**src/rtl/core/gr_pkg.sv**
```systemverilog
// Shared types and constants for the grid ray wall caster.
// Used by every module in rtl/core; depends on nothing.
package gr_pkg;

	// Field widths
	localparam int POS_W  = 15;
	localparam int ANG_W  = 12;
	localparam int DIST_W = 16;
	localparam int HGT_W  = 10;
	localparam int TOP_W  = 9;
	localparam int IN_W   = 56;
	localparam int OUT_W  = 72;

	// Grid geometry: a cell is 4096 in Q6, an 8 x 8 grid spans 32768
	localparam int CELL_SH = 12;
	localparam int GRID_N  = 8;

	// Serial unit widths
	localparam int DIV_W  = 34;
	localparam int DVS_W  = 17;
	localparam int SQ_W   = 31;
	localparam int ROOT_W = 16;
	localparam int TRIG_W = 18;

	// Sine polynomial coefficients, Q16
	localparam logic [16:0] SIN_C0 = 17'd102944;
	localparam logic [16:0] SIN_C1 = 17'd42334;
	localparam logic [16:0] SIN_C2 = 17'd5223;
	localparam logic [16:0] SIN_C3 = 17'd307;
	localparam logic [16:0] SIN_ONE = 17'd65536;

	// Configuration register indexes
	localparam logic REG_WALL   = 1'b0;
	localparam logic REG_SCREEN = 1'b1;
	localparam logic [9:0] SCREEN_RST = 10'd320;

	// Trig slots
	localparam logic [1:0] TSEL_SIN  = 2'd0;
	localparam logic [1:0] TSEL_COS  = 2'd1;
	localparam logic [1:0] TSEL_VIEW = 2'd2;

	typedef enum logic [3:0] {
		OP_NOP,
		OP_TRIG,
		OP_TRIG_SAVE,
		OP_AXIS,
		OP_NEXTK,
		OP_MUL,
		OP_DIV,
		OP_STEP,
		OP_SQ1,
		OP_SQ2,
		OP_SQRT,
		OP_CORR,
		OP_HDIV,
		OP_OUT
	} op_t;

	typedef struct packed {
		op_t        op;
		logic [1:0] sel;
	} cmd_t;

	typedef struct packed {
		logic trig_done;
		logic div_done;
		logic sqrt_done;
		logic axis_skip;
		logic line_skip;
		logic k_last;
		logic hit;
		logic any_hit;
		logic corr_zero;
		logic out_free;
	} stat_t;

endpackage

```
**src/rtl/core/gr_div.sv**
```systemverilog
// Restoring divider, one quotient bit per cycle.
// Depends on gr_pkg for its widths.
module gr_div import gr_pkg::*; (
	input  logic             clk,
	input  logic             arst_n,
	input  logic             start,
	input  logic [DIV_W-1:0] dividend,
	input  logic [DVS_W-1:0] divisor,
	output logic             done,
	output logic [DIV_W-1:0] quot
);

	logic [DVS_W-1:0] rem_q;
	logic [DVS_W-1:0] dvs_q;
	logic [DIV_W-1:0] quo_q;
	logic [5:0]       cnt_q;
	logic             busy_q;
	logic             done_q;
	logic [DVS_W:0]   trial;
	logic [DVS_W:0]   trial_sub;
	logic             ge;

	// Trial subtract of the divisor from the shifted remainder
	assign trial     = {rem_q, quo_q[DIV_W-1]};
	assign ge        = trial >= {1'b0, dvs_q};
	assign trial_sub = trial - {1'b0, dvs_q};

	always_ff @(posedge clk or negedge arst_n) begin
		if (!arst_n) begin
			busy_q <= 1'b0;
			done_q <= 1'b0;
			cnt_q  <= '0;
		end else begin
			done_q <= 1'b0;
			if (start) begin
				busy_q <= 1'b1;
				cnt_q  <= '0;
			end else if (busy_q) begin
				cnt_q <= cnt_q + 6'd1;
				if (cnt_q == 6'(DIV_W - 1)) begin
					busy_q <= 1'b0;
					done_q <= 1'b1;
				end
			end
		end
	end

	// Shift the dividend out and the quotient in
	always_ff @(posedge clk) begin
		if (start) begin
			rem_q <= '0;
			dvs_q <= divisor;
			quo_q <= dividend;
		end else if (busy_q) begin
			rem_q <= ge ? trial_sub[DVS_W-1:0] : trial[DVS_W-1:0];
			quo_q <= {quo_q[DIV_W-2:0], ge};
		end
	end

	assign done = done_q;
	assign quot = quo_q;

endmodule

```
**src/rtl/core/gr_sqrt.sv**
```systemverilog
// Integer square root, one result bit per cycle.
// Depends on gr_pkg for its widths.
module gr_sqrt import gr_pkg::*; (
	input  logic              clk,
	input  logic              arst_n,
	input  logic              start,
	input  logic [SQ_W-1:0]   val,
	output logic              done,
	output logic [ROOT_W-1:0] root
);

	logic [SQ_W-1:0] v_q;
	logic [SQ_W-1:0] res_q;
	logic [SQ_W-1:0] bit_q;
	logic [3:0]      cnt_q;
	logic            busy_q;
	logic            done_q;
	logic [SQ_W:0]   sum;
	logic            ge;

	assign sum = {1'b0, res_q} + {1'b0, bit_q};
	assign ge  = {1'b0, v_q} >= sum;

	always_ff @(posedge clk or negedge arst_n) begin
		if (!arst_n) begin
			busy_q <= 1'b0;
			done_q <= 1'b0;
			cnt_q  <= '0;
		end else begin
			done_q <= 1'b0;
			if (start) begin
				busy_q <= 1'b1;
				cnt_q  <= '0;
			end else if (busy_q) begin
				cnt_q <= cnt_q + 4'd1;
				if (cnt_q == 4'd15) begin
					busy_q <= 1'b0;
					done_q <= 1'b1;
				end
			end
		end
	end

	// One bit pair of the radicand per cycle, from the top power of four down
	always_ff @(posedge clk) begin
		if (start) begin
			v_q   <= val;
			res_q <= '0;
			bit_q <= {1'b1, {(SQ_W-1){1'b0}}};
		end else if (busy_q) begin
			if (ge) begin
				v_q   <= v_q - sum[SQ_W-1:0];
				res_q <= (res_q >> 1) + bit_q;
			end else begin
				res_q <= res_q >> 1;
			end
			bit_q <= bit_q >> 2;
		end
	end

	assign done = done_q;
	assign root = res_q[ROOT_W-1:0];

endmodule

```
**src/rtl/core/gr_trig.sv**
```systemverilog
// Sine of a 12-bit binary angle in signed Q16, from a quarter-wave
// odd polynomial evaluated over five multiply steps. Depends on gr_pkg.
module gr_trig import gr_pkg::*; (
	input  logic                     clk,
	input  logic                     arst_n,
	input  logic                     start,
	input  logic [ANG_W-1:0]         angle,
	output logic                     done,
	output logic signed [TRIG_W-1:0] value
);

	logic [2:0]  st_q;
	logic        busy_q;
	logic        done_q;
	logic        neg_q;
	logic [15:0] t_q;
	logic [15:0] t2_q;
	logic [16:0] p_q;
	logic signed [TRIG_W-1:0] val_q;
	logic [10:0] rr;
	logic [15:0] ma;
	logic [16:0] mb;
	logic [32:0] prod;
	logic [16:0] ph;
	logic [16:0] s;

	// Fold the angle into the first quarter
	assign rr = angle[10] ? (11'd1024 - {1'b0, angle[9:0]}) : {1'b0, angle[9:0]};

	// Shared multiplier
	always_comb begin
		ma = (st_q == 3'd0 || st_q == 3'd4) ? t_q : t2_q;
		case (st_q)
			3'd0:    mb = {1'b0, t_q};
			3'd1:    mb = SIN_C3;
			default: mb = p_q;
		endcase
		prod = ma * mb;
		ph   = prod[32:16];
		s    = (ph > SIN_ONE) ? SIN_ONE : ph;
	end

	always_ff @(posedge clk or negedge arst_n) begin
		if (!arst_n) begin
			busy_q <= 1'b0;
			done_q <= 1'b0;
			st_q   <= '0;
		end else begin
			done_q <= 1'b0;
			if (start) begin
				st_q <= '0;
				if (rr[10]) begin
					done_q <= 1'b1;
				end else begin
					busy_q <= 1'b1;
				end
			end else if (busy_q) begin
				st_q <= st_q + 3'd1;
				if (st_q == 3'd4) begin
					busy_q <= 1'b0;
					done_q <= 1'b1;
				end
			end
		end
	end

	// Horner steps of the polynomial
	always_ff @(posedge clk) begin
		if (start) begin
			neg_q <= angle[11];
			t_q   <= {rr[9:0], 6'd0};
			if (rr[10]) begin
				val_q <= angle[11] ? -$signed({1'b0, SIN_ONE}) : $signed({1'b0, SIN_ONE});
			end
		end else if (busy_q) begin
			case (st_q)
				3'd0:    t2_q <= ph[15:0];
				3'd1:    p_q  <= SIN_C2 - ph;
				3'd2:    p_q  <= SIN_C1 - ph;
				3'd3:    p_q  <= SIN_C0 - ph;
				default: val_q <= neg_q ? -$signed({1'b0, s}) : $signed({1'b0, s});
			endcase
		end
	end

	assign done  = done_q;
	assign value = val_q;

endmodule

```
**src/rtl/core/gr_dp.sv**
```systemverilog
// Datapath of the ray caster: item and register storage, line search
// arithmetic, distance, correction and result register. Uses gr_pkg,
// gr_trig, gr_div and gr_sqrt.
module gr_dp import gr_pkg::*; (
	input  logic             clk,
	input  logic             arst_n,
	input  logic             load,
	input  logic [IN_W-1:0]  in_data,
	input  cmd_t             cmd,
	output stat_t            stat,
	input  logic             cfg_we,
	input  logic             cfg_index,
	input  logic [63:0]      cfg_data,
	output logic             m_tvalid,
	input  logic             m_tready,
	output logic [OUT_W-1:0] m_tdata
);

	logic [POS_W-1:0] px_q, py_q;
	logic [ANG_W-1:0] view_q, ray_q;
	logic signed [TRIG_W-1:0] sn_q, cs_q, cv_q;
	logic             ax_q;
	logic [2:0]       k_q;
	logic [1:0]       found_q;
	logic [POS_W-1:0] line_q [2];
	logic [POS_W-1:0] b_q [2];
	logic [SQ_W-1:0]  d_q [2];
	logic [DIV_W-1:0] prod_q;
	logic             prod_neg_q;
	logic [29:0]      sq_q;
	logic [DIST_W-1:0] corr_q;
	logic [63:0]      wall_q;
	logic [9:0]       scr_q;
	logic             m_tvalid_q;
	logic [OUT_W-1:0] m_tdata_q;

	logic [ANG_W-1:0] trig_ang;
	logic             trig_done;
	logic signed [TRIG_W-1:0] trig_val;
	logic             div_start, div_done;
	logic [DIV_W-1:0] div_dvd, quot;
	logic [DVS_W-1:0] div_dvs;
	logic             sqrt_done;
	logic [ROOT_W-1:0] root;

	logic [POS_W-1:0] own, other;
	logic             neg, axis_skip;
	logic signed [TRIG_W-1:0] num, den;
	logic [16:0]      first, kx;
	logic signed [18:0] line_s, diff;
	logic [18:0]      diff_mag;
	logic [TRIG_W-1:0] num_mag, den_mag;
	logic [4:0]       ac_full;
	logic             line_skip;
	logic signed [35:0] q_s, b_s;
	logic             b_off;
	logic [5:0]       idx;
	logic             hit;
	logic signed [15:0] dl, db;
	logic [14:0]      dl_mag, db_mag;
	logic             any_hit, use_h;
	logic [32:0]      cprod;
	logic [9:0]       height;
	logic [9:0]       hgap;

	// Search set-up for the current axis: horizontal lines step y, vertical step x
	always_comb begin
		own       = ax_q ? px_q : py_q;
		other     = ax_q ? py_q : px_q;
		neg       = ax_q ? (ray_q > 12'd1024 && ray_q < 12'd3072) : (ray_q > 12'd2048);
		num       = ax_q ? sn_q : cs_q;
		den       = ax_q ? cs_q : sn_q;
		axis_skip = ax_q ? (ray_q == 12'd1024 || ray_q == 12'd3072)
		                 : (ray_q == 12'd0 || ray_q == 12'd2048);
		first     = {2'b00, own[14:CELL_SH], {CELL_SH{1'b0}}} + (neg ? 17'd0 : 17'd4096);
		kx        = {2'b00, k_q, {CELL_SH{1'b0}}};
		line_s    = neg ? ($signed({2'b00, first}) - $signed({2'b00, kx}))
		                : ($signed({2'b00, first}) + $signed({2'b00, kx}));
		ac_full   = neg ? (line_s[16:12] - 5'd1) : line_s[16:12];
		line_skip = (neg && line_s < 19'sd4096) || (ac_full >= 5'(GRID_N));
		diff      = line_s - $signed({4'b0000, own});
		diff_mag  = diff[18] ? 19'(-diff) : 19'(diff);
		num_mag   = num[TRIG_W-1] ? TRIG_W'(-num) : TRIG_W'(num);
		den_mag   = den[TRIG_W-1] ? TRIG_W'(-den) : TRIG_W'(den);
	end

	// Crossing on the other axis and its wall bit
	always_comb begin
		q_s   = prod_neg_q ? -$signed({2'b00, quot}) : $signed({2'b00, quot});
		b_s   = $signed({21'd0, other}) + q_s;
		b_off = b_s[35] || (b_s[34:15] != 20'd0);
		idx   = ax_q ? {b_s[14:12], ac_full[2:0]} : {ac_full[2:0], b_s[14:12]};
		hit   = !b_off && wall_q[idx];
	end

	// Offsets from the player to the stored hit
	always_comb begin
		dl     = $signed({1'b0, line_q[ax_q]}) - $signed({1'b0, own});
		db     = $signed({1'b0, b_q[ax_q]}) - $signed({1'b0, other});
		dl_mag = dl[15] ? 15'(-dl) : 15'(dl);
		db_mag = db[15] ? 15'(-db) : 15'(db);
	end

	assign any_hit = found_q[0] | found_q[1];
	assign use_h   = found_q[0] && (!found_q[1] || d_q[0] < d_q[1]);
	assign cprod   = root * cv_q[16:0];

	// Height clamp against the screen height
	always_comb begin
		if (corr_q == '0) begin
			height = scr_q;
		end else if (quot > {24'd0, scr_q}) begin
			height = scr_q;
		end else begin
			height = quot[9:0];
		end
		hgap = scr_q - height;
	end

	// Trig unit angle choice
	always_comb begin
		case (cmd.sel)
			TSEL_SIN: trig_ang = ray_q;
			TSEL_COS: trig_ang = ray_q + 12'd1024;
			default:  trig_ang = view_q - ray_q + 12'd1024;
		endcase
	end

	assign div_start = (cmd.op == OP_DIV) || (cmd.op == OP_HDIV);
	assign div_dvd   = (cmd.op == OP_HDIV) ? {12'd0, scr_q, 12'd0} : prod_q;
	assign div_dvs   = (cmd.op == OP_HDIV) ? {1'b0, corr_q} : den_mag[DVS_W-1:0];

	gr_trig u_trig (
		.clk    (clk),
		.arst_n (arst_n),
		.start  (cmd.op == OP_TRIG),
		.angle  (trig_ang),
		.done   (trig_done),
		.value  (trig_val)
	);

	gr_div u_div (
		.clk      (clk),
		.arst_n   (arst_n),
		.start    (div_start),
		.dividend (div_dvd),
		.divisor  (div_dvs),
		.done     (div_done),
		.quot     (quot)
	);

	gr_sqrt u_sqrt (
		.clk    (clk),
		.arst_n (arst_n),
		.start  (cmd.op == OP_SQRT),
		.val    (use_h ? d_q[0] : d_q[1]),
		.done   (sqrt_done),
		.root   (root)
	);

	// Configuration registers
	always_ff @(posedge clk or negedge arst_n) begin
		if (!arst_n) begin
			wall_q <= '0;
			scr_q  <= SCREEN_RST;
		end else if (cfg_we) begin
			case (cfg_index)
				REG_WALL:   wall_q <= cfg_data;
				REG_SCREEN: scr_q  <= cfg_data[9:0];
				default:    wall_q <= wall_q;
			endcase
		end
	end

	// Search control state
	always_ff @(posedge clk or negedge arst_n) begin
		if (!arst_n) begin
			ax_q    <= 1'b0;
			k_q     <= '0;
			found_q <= '0;
		end else begin
			case (cmd.op)
				OP_AXIS: begin
					ax_q             <= cmd.sel[0];
					k_q              <= '0;
					found_q[cmd.sel[0]] <= 1'b0;
				end
				OP_NEXTK: k_q <= k_q + 3'd1;
				OP_STEP: begin
					if (hit) begin
						found_q[ax_q] <= 1'b1;
					end else begin
						k_q <= k_q + 3'd1;
					end
				end
				default: k_q <= k_q;
			endcase
		end
	end

	// Payload registers
	always_ff @(posedge clk) begin
		if (load) begin
			px_q   <= in_data[14:0];
			py_q   <= in_data[29:15];
			view_q <= in_data[41:30];
			ray_q  <= in_data[53:42];
		end
		case (cmd.op)
			OP_TRIG_SAVE: begin
				case (cmd.sel)
					TSEL_SIN: sn_q <= trig_val;
					TSEL_COS: cs_q <= trig_val;
					default:  cv_q <= trig_val;
				endcase
			end
			OP_MUL: begin
				prod_q     <= {17'd0, diff_mag[16:0]} * {17'd0, num_mag[16:0]};
				prod_neg_q <= diff[18] ^ num[TRIG_W-1] ^ den[TRIG_W-1];
			end
			OP_STEP: begin
				if (hit) begin
					line_q[ax_q] <= line_s[14:0];
					b_q[ax_q]    <= b_s[14:0];
				end
			end
			OP_SQ1: sq_q <= dl_mag * dl_mag;
			OP_SQ2: d_q[ax_q] <= {1'b0, sq_q} + {16'd0, db_mag} * {16'd0, db_mag};
			OP_CORR: begin
				if (cv_q[TRIG_W-1] || cv_q == '0) begin
					corr_q <= '0;
				end else if (cprod[32]) begin
					corr_q <= '1;
				end else begin
					corr_q <= cprod[31:16];
				end
			end
			default: sq_q <= sq_q;
		endcase
	end

	// Result register
	always_ff @(posedge clk or negedge arst_n) begin
		if (!arst_n) begin
			m_tvalid_q <= 1'b0;
		end else if (cmd.op == OP_OUT) begin
			m_tvalid_q <= 1'b1;
		end else if (m_tready) begin
			m_tvalid_q <= 1'b0;
		end
	end

	always_ff @(posedge clk) begin
		if (cmd.op == OP_OUT) begin
			if (!any_hit) begin
				m_tdata_q <= {5'd0, scr_q[9:1], 10'd0, 16'hFFFF, 1'b0, 1'b0, py_q, px_q};
			end else begin
				m_tdata_q <= {5'd0, hgap[9:1], height, corr_q, use_h, 1'b1,
				              use_h ? line_q[0] : b_q[1],
				              use_h ? b_q[0] : line_q[1]};
			end
		end
	end

	assign m_tvalid = m_tvalid_q;
	assign m_tdata  = m_tdata_q;

	assign stat.trig_done = trig_done;
	assign stat.div_done  = div_done;
	assign stat.sqrt_done = sqrt_done;
	assign stat.axis_skip = axis_skip;
	assign stat.line_skip = line_skip;
	assign stat.k_last    = (k_q == 3'(GRID_N - 1));
	assign stat.hit       = hit;
	assign stat.any_hit   = any_hit;
	assign stat.corr_zero = (corr_q == '0);
	assign stat.out_free  = !m_tvalid_q || m_tready;

endmodule

```
**src/rtl/core/gr_ctrl.sv**
```systemverilog
// Sequencer of the ray caster: walks trig, both line searches, distance,
// correction and height steps, issuing commands to gr_dp. Uses gr_pkg.
module gr_ctrl import gr_pkg::*; (
	input  logic  clk,
	input  logic  arst_n,
	input  logic  in_fire,
	input  stat_t stat,
	output cmd_t  cmd,
	output logic  idle
);

	typedef enum logic [3:0] {
		S_IDLE, S_TRIG, S_TWAIT, S_AXIS, S_LINE, S_DIV, S_DWAIT,
		S_SQ1, S_SQ2, S_SQRT, S_SWAIT, S_CORR, S_HDIV, S_HWAIT, S_OUT
	} state_t;

	state_t     state_q, state_d;
	logic [1:0] sel_q, sel_d;

	// Next state and command
	always_comb begin
		state_d = state_q;
		sel_d   = sel_q;
		cmd.op  = OP_NOP;
		cmd.sel = sel_q;
		case (state_q)
			S_IDLE: begin
				if (in_fire) begin
					state_d = S_TRIG;
					sel_d   = TSEL_SIN;
				end
			end
			S_TRIG: begin
				cmd.op  = OP_TRIG;
				state_d = S_TWAIT;
			end
			S_TWAIT: begin
				if (stat.trig_done) begin
					cmd.op = OP_TRIG_SAVE;
					if (sel_q == TSEL_VIEW) begin
						sel_d   = 2'd0;
						state_d = S_AXIS;
					end else begin
						sel_d   = sel_q + 2'd1;
						state_d = S_TRIG;
					end
				end
			end
			S_AXIS: begin
				cmd.op  = OP_AXIS;
				state_d = S_LINE;
			end
			S_LINE: begin
				if (stat.axis_skip || (stat.line_skip && stat.k_last)) begin
					cmd.op  = stat.axis_skip ? OP_NOP : OP_NEXTK;
					sel_d   = 2'd1;
					state_d = sel_q[0] ? S_SQRT : S_AXIS;
				end else if (stat.line_skip) begin
					cmd.op = OP_NEXTK;
				end else begin
					cmd.op  = OP_MUL;
					state_d = S_DIV;
				end
			end
			S_DIV: begin
				cmd.op  = OP_DIV;
				state_d = S_DWAIT;
			end
			S_DWAIT: begin
				if (stat.div_done) begin
					cmd.op = OP_STEP;
					if (stat.hit) begin
						state_d = S_SQ1;
					end else if (stat.k_last) begin
						sel_d   = 2'd1;
						state_d = sel_q[0] ? S_SQRT : S_AXIS;
					end else begin
						state_d = S_LINE;
					end
				end
			end
			S_SQ1: begin
				cmd.op  = OP_SQ1;
				state_d = S_SQ2;
			end
			S_SQ2: begin
				cmd.op  = OP_SQ2;
				sel_d   = 2'd1;
				state_d = sel_q[0] ? S_SQRT : S_AXIS;
			end
			S_SQRT: begin
				if (stat.any_hit) begin
					cmd.op  = OP_SQRT;
					state_d = S_SWAIT;
				end else begin
					state_d = S_OUT;
				end
			end
			S_SWAIT: begin
				if (stat.sqrt_done) begin
					state_d = S_CORR;
				end
			end
			S_CORR: begin
				cmd.op  = OP_CORR;
				state_d = S_HDIV;
			end
			S_HDIV: begin
				if (stat.corr_zero) begin
					state_d = S_OUT;
				end else begin
					cmd.op  = OP_HDIV;
					state_d = S_HWAIT;
				end
			end
			S_HWAIT: begin
				if (stat.div_done) begin
					state_d = S_OUT;
				end
			end
			S_OUT: begin
				if (stat.out_free) begin
					cmd.op  = OP_OUT;
					state_d = S_IDLE;
				end
			end
			default: state_d = S_IDLE;
		endcase
	end

	// Hold state and slot selector
	always_ff @(posedge clk or negedge arst_n) begin
		if (!arst_n) begin
			state_q <= S_IDLE;
			sel_q   <= '0;
		end else begin
			state_q <= state_d;
			sel_q   <= sel_d;
		end
	end

	assign idle = (state_q == S_IDLE);

endmodule

```
**src/rtl/core/grid_ray_wall_cast.sv**
```systemverilog
// Grid ray caster: casts one ray per transfer over an 8 x 8 wall bitmap and
// returns the nearer wall hit, its side, the fisheye-corrected distance and
// the projected wall height with its top offset. One ray is in flight at a
// time. The time per ray is set mostly by the serial divider, which runs
// for each grid line crossing that is tested (up to 16 per ray) and for
// the height division, and also by the three sine evaluations and the
// square root. A finished result waits in the output register while the
// next ray is taken in. Uses gr_pkg, gr_ctrl and gr_dp.
module grid_ray_wall_cast import gr_pkg::*; (
	input  logic             clk,
	input  logic             arst_n,
	input  logic             s_tvalid,
	output logic             s_tready,
	input  logic [IN_W-1:0]  s_tdata,   // pos_x, pos_y, view_angle, ray_angle
	output logic             m_tvalid,
	input  logic             m_tready,
	output logic [OUT_W-1:0] m_tdata,   // hit_x, hit_y, hit_found, hit_side,
	                                    // wall_distance, wall_height, wall_top
	input  logic             cfg_we,
	input  logic             cfg_index,
	input  logic [63:0]      cfg_data
);

	cmd_t  cmd;
	stat_t stat;
	logic  idle;
	logic  in_fire;

	assign s_tready = idle;
	assign in_fire  = s_tvalid & idle;

	gr_ctrl u_ctrl (
		.clk     (clk),
		.arst_n  (arst_n),
		.in_fire (in_fire),
		.stat    (stat),
		.cmd     (cmd),
		.idle    (idle)
	);

	gr_dp u_dp (
		.clk       (clk),
		.arst_n    (arst_n),
		.load      (in_fire),
		.in_data   (s_tdata),
		.cmd       (cmd),
		.stat      (stat),
		.cfg_we    (cfg_we),
		.cfg_index (cfg_index),
		.cfg_data  (cfg_data),
		.m_tvalid  (m_tvalid),
		.m_tready  (m_tready),
		.m_tdata   (m_tdata)
	);

endmodule

```
**config.mk**
```make
export PLATFORM = sky130hd
export DESIGN_NAME = grid_ray_wall_cast
export DESIGN_NICKNAME = d
export VERILOG_FILES = /design/src/rtl/core/gr_pkg.sv /design/src/rtl/core/gr_div.sv /design/src/rtl/core/gr_sqrt.sv /design/src/rtl/core/gr_trig.sv /design/src/rtl/core/gr_dp.sv /design/src/rtl/core/gr_ctrl.sv /design/src/rtl/core/grid_ray_wall_cast.sv
export SDC_FILE = /design/constraint.sdc
export NUM_CORES = 2
export LEC_CHECK = 0
export BUFFER_PORTS_ARGS = -buffer_cell sky130_fd_sc_hd__buf_2
export CORE_UTILIZATION = 40
export CTS_CLUSTER_DIAMETER = 40
export DETAILED_ROUTE_END_ITERATION = 7
export HOLD_SLACK_MARGIN = 0.08
export PLACE_DENSITY_LB_ADDON = 0.15
export SLEW_MARGIN = 20
export SYNTH_ARGS = -nofsm -noshare
export SYNTH_HDL_FRONTEND = slang
export SYNTH_SLANG_ARGS = --single-unit
```
**constraint.sdc**
```tcl
create_clock -name clk -period 20.5 [get_ports clk]
set_input_delay 2.05 -clock clk [delete_from_list [all_inputs] [get_ports clk]]
set_output_delay 2.05 -clock clk [all_outputs]
set_load 0.02 [all_outputs]
```
==> impl_results.md <==
- Crit-path max cell delay: 0.85 ns
- Synth Cell Area: 78,200 um2
- Cts hold-fix bufs: 0
- FF-to-FF End: u_dp.prod_q[33]
- Fmax: 0.0781 GHz
- CTS resizes: 0
- Gr usage total: 0.231
- Kind of critical path: reg -> reg
- Reg2reg setup slack: 7.69 ns
- Wire per inst: 20.4 um
- Max-slew violations: 0
- Buf/Inv on CP: 7
- Synth top cells by count: inv_1 (1,376), fa_1 (948), nand2_1 (907)
- Mapped Cells: 8,298
- Worst path slowest cell: xor2_1
- CTS H-tree depth: 4
- Crit path max fanout: 14
- Final Cell Area: 87,500 um2
- Port Buffers: 192
- CP dominant cell by count: fa_1
- Worst reg2reg path depth: 42
- Synth area leaders: fa_1 (24%), edfxtp_1 (19%), ha_1 (12%)
- Mapped Avg Cell Area: 9.43 um2
- Total Wirelength: 227,000 um
- # DRC: 0
- Die width: 444 um
- Hold path cells: 2
- Register area share after synthesis: 0.241
- Final setup TNS: 0 ns
- Clock transition at path regs: 0.05 ns
- Die height: 444 um
- Outcome: finished clean
- Post-DRT Antenna Nets: 0
- CTS tree: yes
- EDFF count, synth: 497
- Worst setup SP type: flip-flop
- First-pass DRT Iterations: 7
- Global route overflow: 0
- Final Cycle Share: 0.625
- Hold Crit Start: u_dp.u_div.rem_q[16]
- Number of cell rows: 161
- Layout Cells excl Fill: 11,100
- Crit-path leading delay family: adder cells
- Clk root buf: clkbuf_16
- RSZ-0062 raised after global routing: no
- Vias post-DR: 58,900
- Area added between synthesis and finish: 11.9%
- RD Place Congestion: 0.910
- R2R Path Start: u_dp.ray_q[11]
- Critical Path RT: 21.03 ns
- Largest net degree at the start of global routing: 81
- Vias in the first global route: 60,400
- # IOs: 200
- Die Area: 197,000 um2
- Fraction of layout cells with a size suffix above 1: 0.0948
- Actual slew at the worst max-slew pin: 1.10 ns
- CP endpoint kind: flip-flop
- Asr flop ratio synth: 0.159
- Post-layout min period: 12.81 ns
- CORE AREA: 193,000 um2
- Max Cap Viol: 0
- Hold Fails Final Rpt: 0
- Dpl cells: 10,900
- Initial drt markers: 3,596
- Post-CTS Setup Bufs: 0
- Count of final setup violators: 0
- Ys flop type: edfxtp_1
- Num CTS Buffers: 134
- Leading area contributor after synthesis: fa_1
- Relative slew slack: 0.257
- Initial antenna violation count: 15
- Yosys top cell area share: 0.243
- Starting Density: 0.405
- Vias per Instance: 5.29
- Cell with the most instances after synthesis: inv_1
- Maximum clock insertion buffer count: 3
- Global-route wire length before repair: 351,000 um
- Clk Latency, worst-skew pair: 0.80 ns
- CP Data Arrival Time: 13.34 ns
- Fin nets: 10,300
- Hold path endpoint: u_dp.u_div.rem_q[16]
- Worst hold path class: reg -> reg
- Register bit total from synthesis: 667
- Hold slack: 0.480 ns
- Synth unique cells: 95
- Sink Count: 667
- Area after DPL: 82,600 um2
- DP HPWL: 182,000 um
- Clock skew: 0.0411 ns
- Warnings, synthesis: 0
[kinds of logic after synthesis]
kind of cell / after synthesis / synth area share
adders and majority gates: 1670 / 0.358
DFF: 667 / 0.241
buffers and inverters: 1690 / 0.0817
xor gates and xnor gates: 440 / 0.0493
and+or+nand+nor: 2402 / 0.138
AOI/OAI and AO/OA: 1157 / 0.0954
other: 1 / 0.0000479
muxes: 271 / 0.0365
[placed cells by master, fill, tap and decap left out, drive strengths merged, types with 95 or more instances in the layout]
cell type  count
mux2i        155
o21ai        232
nor3         135
nor2         737
dfrtp        104
ha           722
a21oi        345
xor2         165
xnor2        275
nand2b        95
edfxtp       497
and2         130
inv         1389
fa           948
clkbuf       154
nand2        907
mux2         116
buf          355
[flip-flops by register name, summed over array words and instances (netlist names), 30 cells and up]
name	flops
u_dp.b_q	30
u_dp.u_sqrt.res_q	31
u_dp.d_q	62
u_dp.m_tdata	67
u_dp.wall_q	64
u_dp.u_sqrt.v_q	31
u_dp.prod_q	34
u_dp.u_div.quot	34
[stage by stage]
step	worst slack (ns)	util
6_report	7.69	0.453
5_1_grt	6.84	0.453
4_1_cts	7.71	0.452
3_5_place_dp	7.77	0.427
3_3_place_gp	7.88	0.427
2_1_floorplan	7.20	-
[per-layer routing]
metal  routed length [um]  global-route usage  part of all wire  up-vias
li1                     -                   -                 -    27600
met1                98900               0.302              0.44    29500
met2               107000               0.382              0.47     1454
met3                12000              0.0355             0.053      373
met4                 9530              0.0937             0.042       12
met5                   71                   0           0.00031        -
[worst reg2reg max path: cells and delay by family, from the launching register on]
kind,cells,cell delay (ns)
AND/OR/NAND/NOR,11,1.98
buffers and inverters,7,0.97
AO/OA/AOI/OAI,9,2.66
XOR/XNOR,2,0.97
flip-flops,1,0.51
multiplexers,1,0.12
adder cells (fa/ha/maj),12,5.29
[layout make-up]
| type | count | area [um2] |
|---|---|---|
| diodes | 3 | 7.51 |
| flip-flops and latches | 667 | 18900 |
| repair buffers | 355 | 2210 |
| inverters | 1386 | 5200 |
| clock buffers | 154 | 3490 |
| clock inverters | 93 | 1330 |
| well taps | 2526 | 3160 |
| fillers | 18600 | 106000 |
| multi-input cells | 5946 | 53300 |
[worst max-delay path by stage]
stage	from	endpoint	slack [ns]	depth (start not counted)
floorplan	u_dp.ax_q	u_dp.prod_q[33]	7.20	50
global placement	u_dp.ray_q[11]	u_dp.prod_q[33]	7.88	42
detailed placement	u_dp.ray_q[11]	u_dp.prod_q[33]	7.77	42
CTS	u_dp.ray_q[11]	u_dp.prod_q[33]	7.71	42
global route	u_dp.ray_q[11]	u_dp.prod_q[33]	6.84	42
finish	u_dp.ray_q[11]	u_dp.prod_q[33]	7.69	42
Power is left out: the tool's default activity adds up to more than one toggle a clock period on the data nets, which glitch-free logic cannot reach.
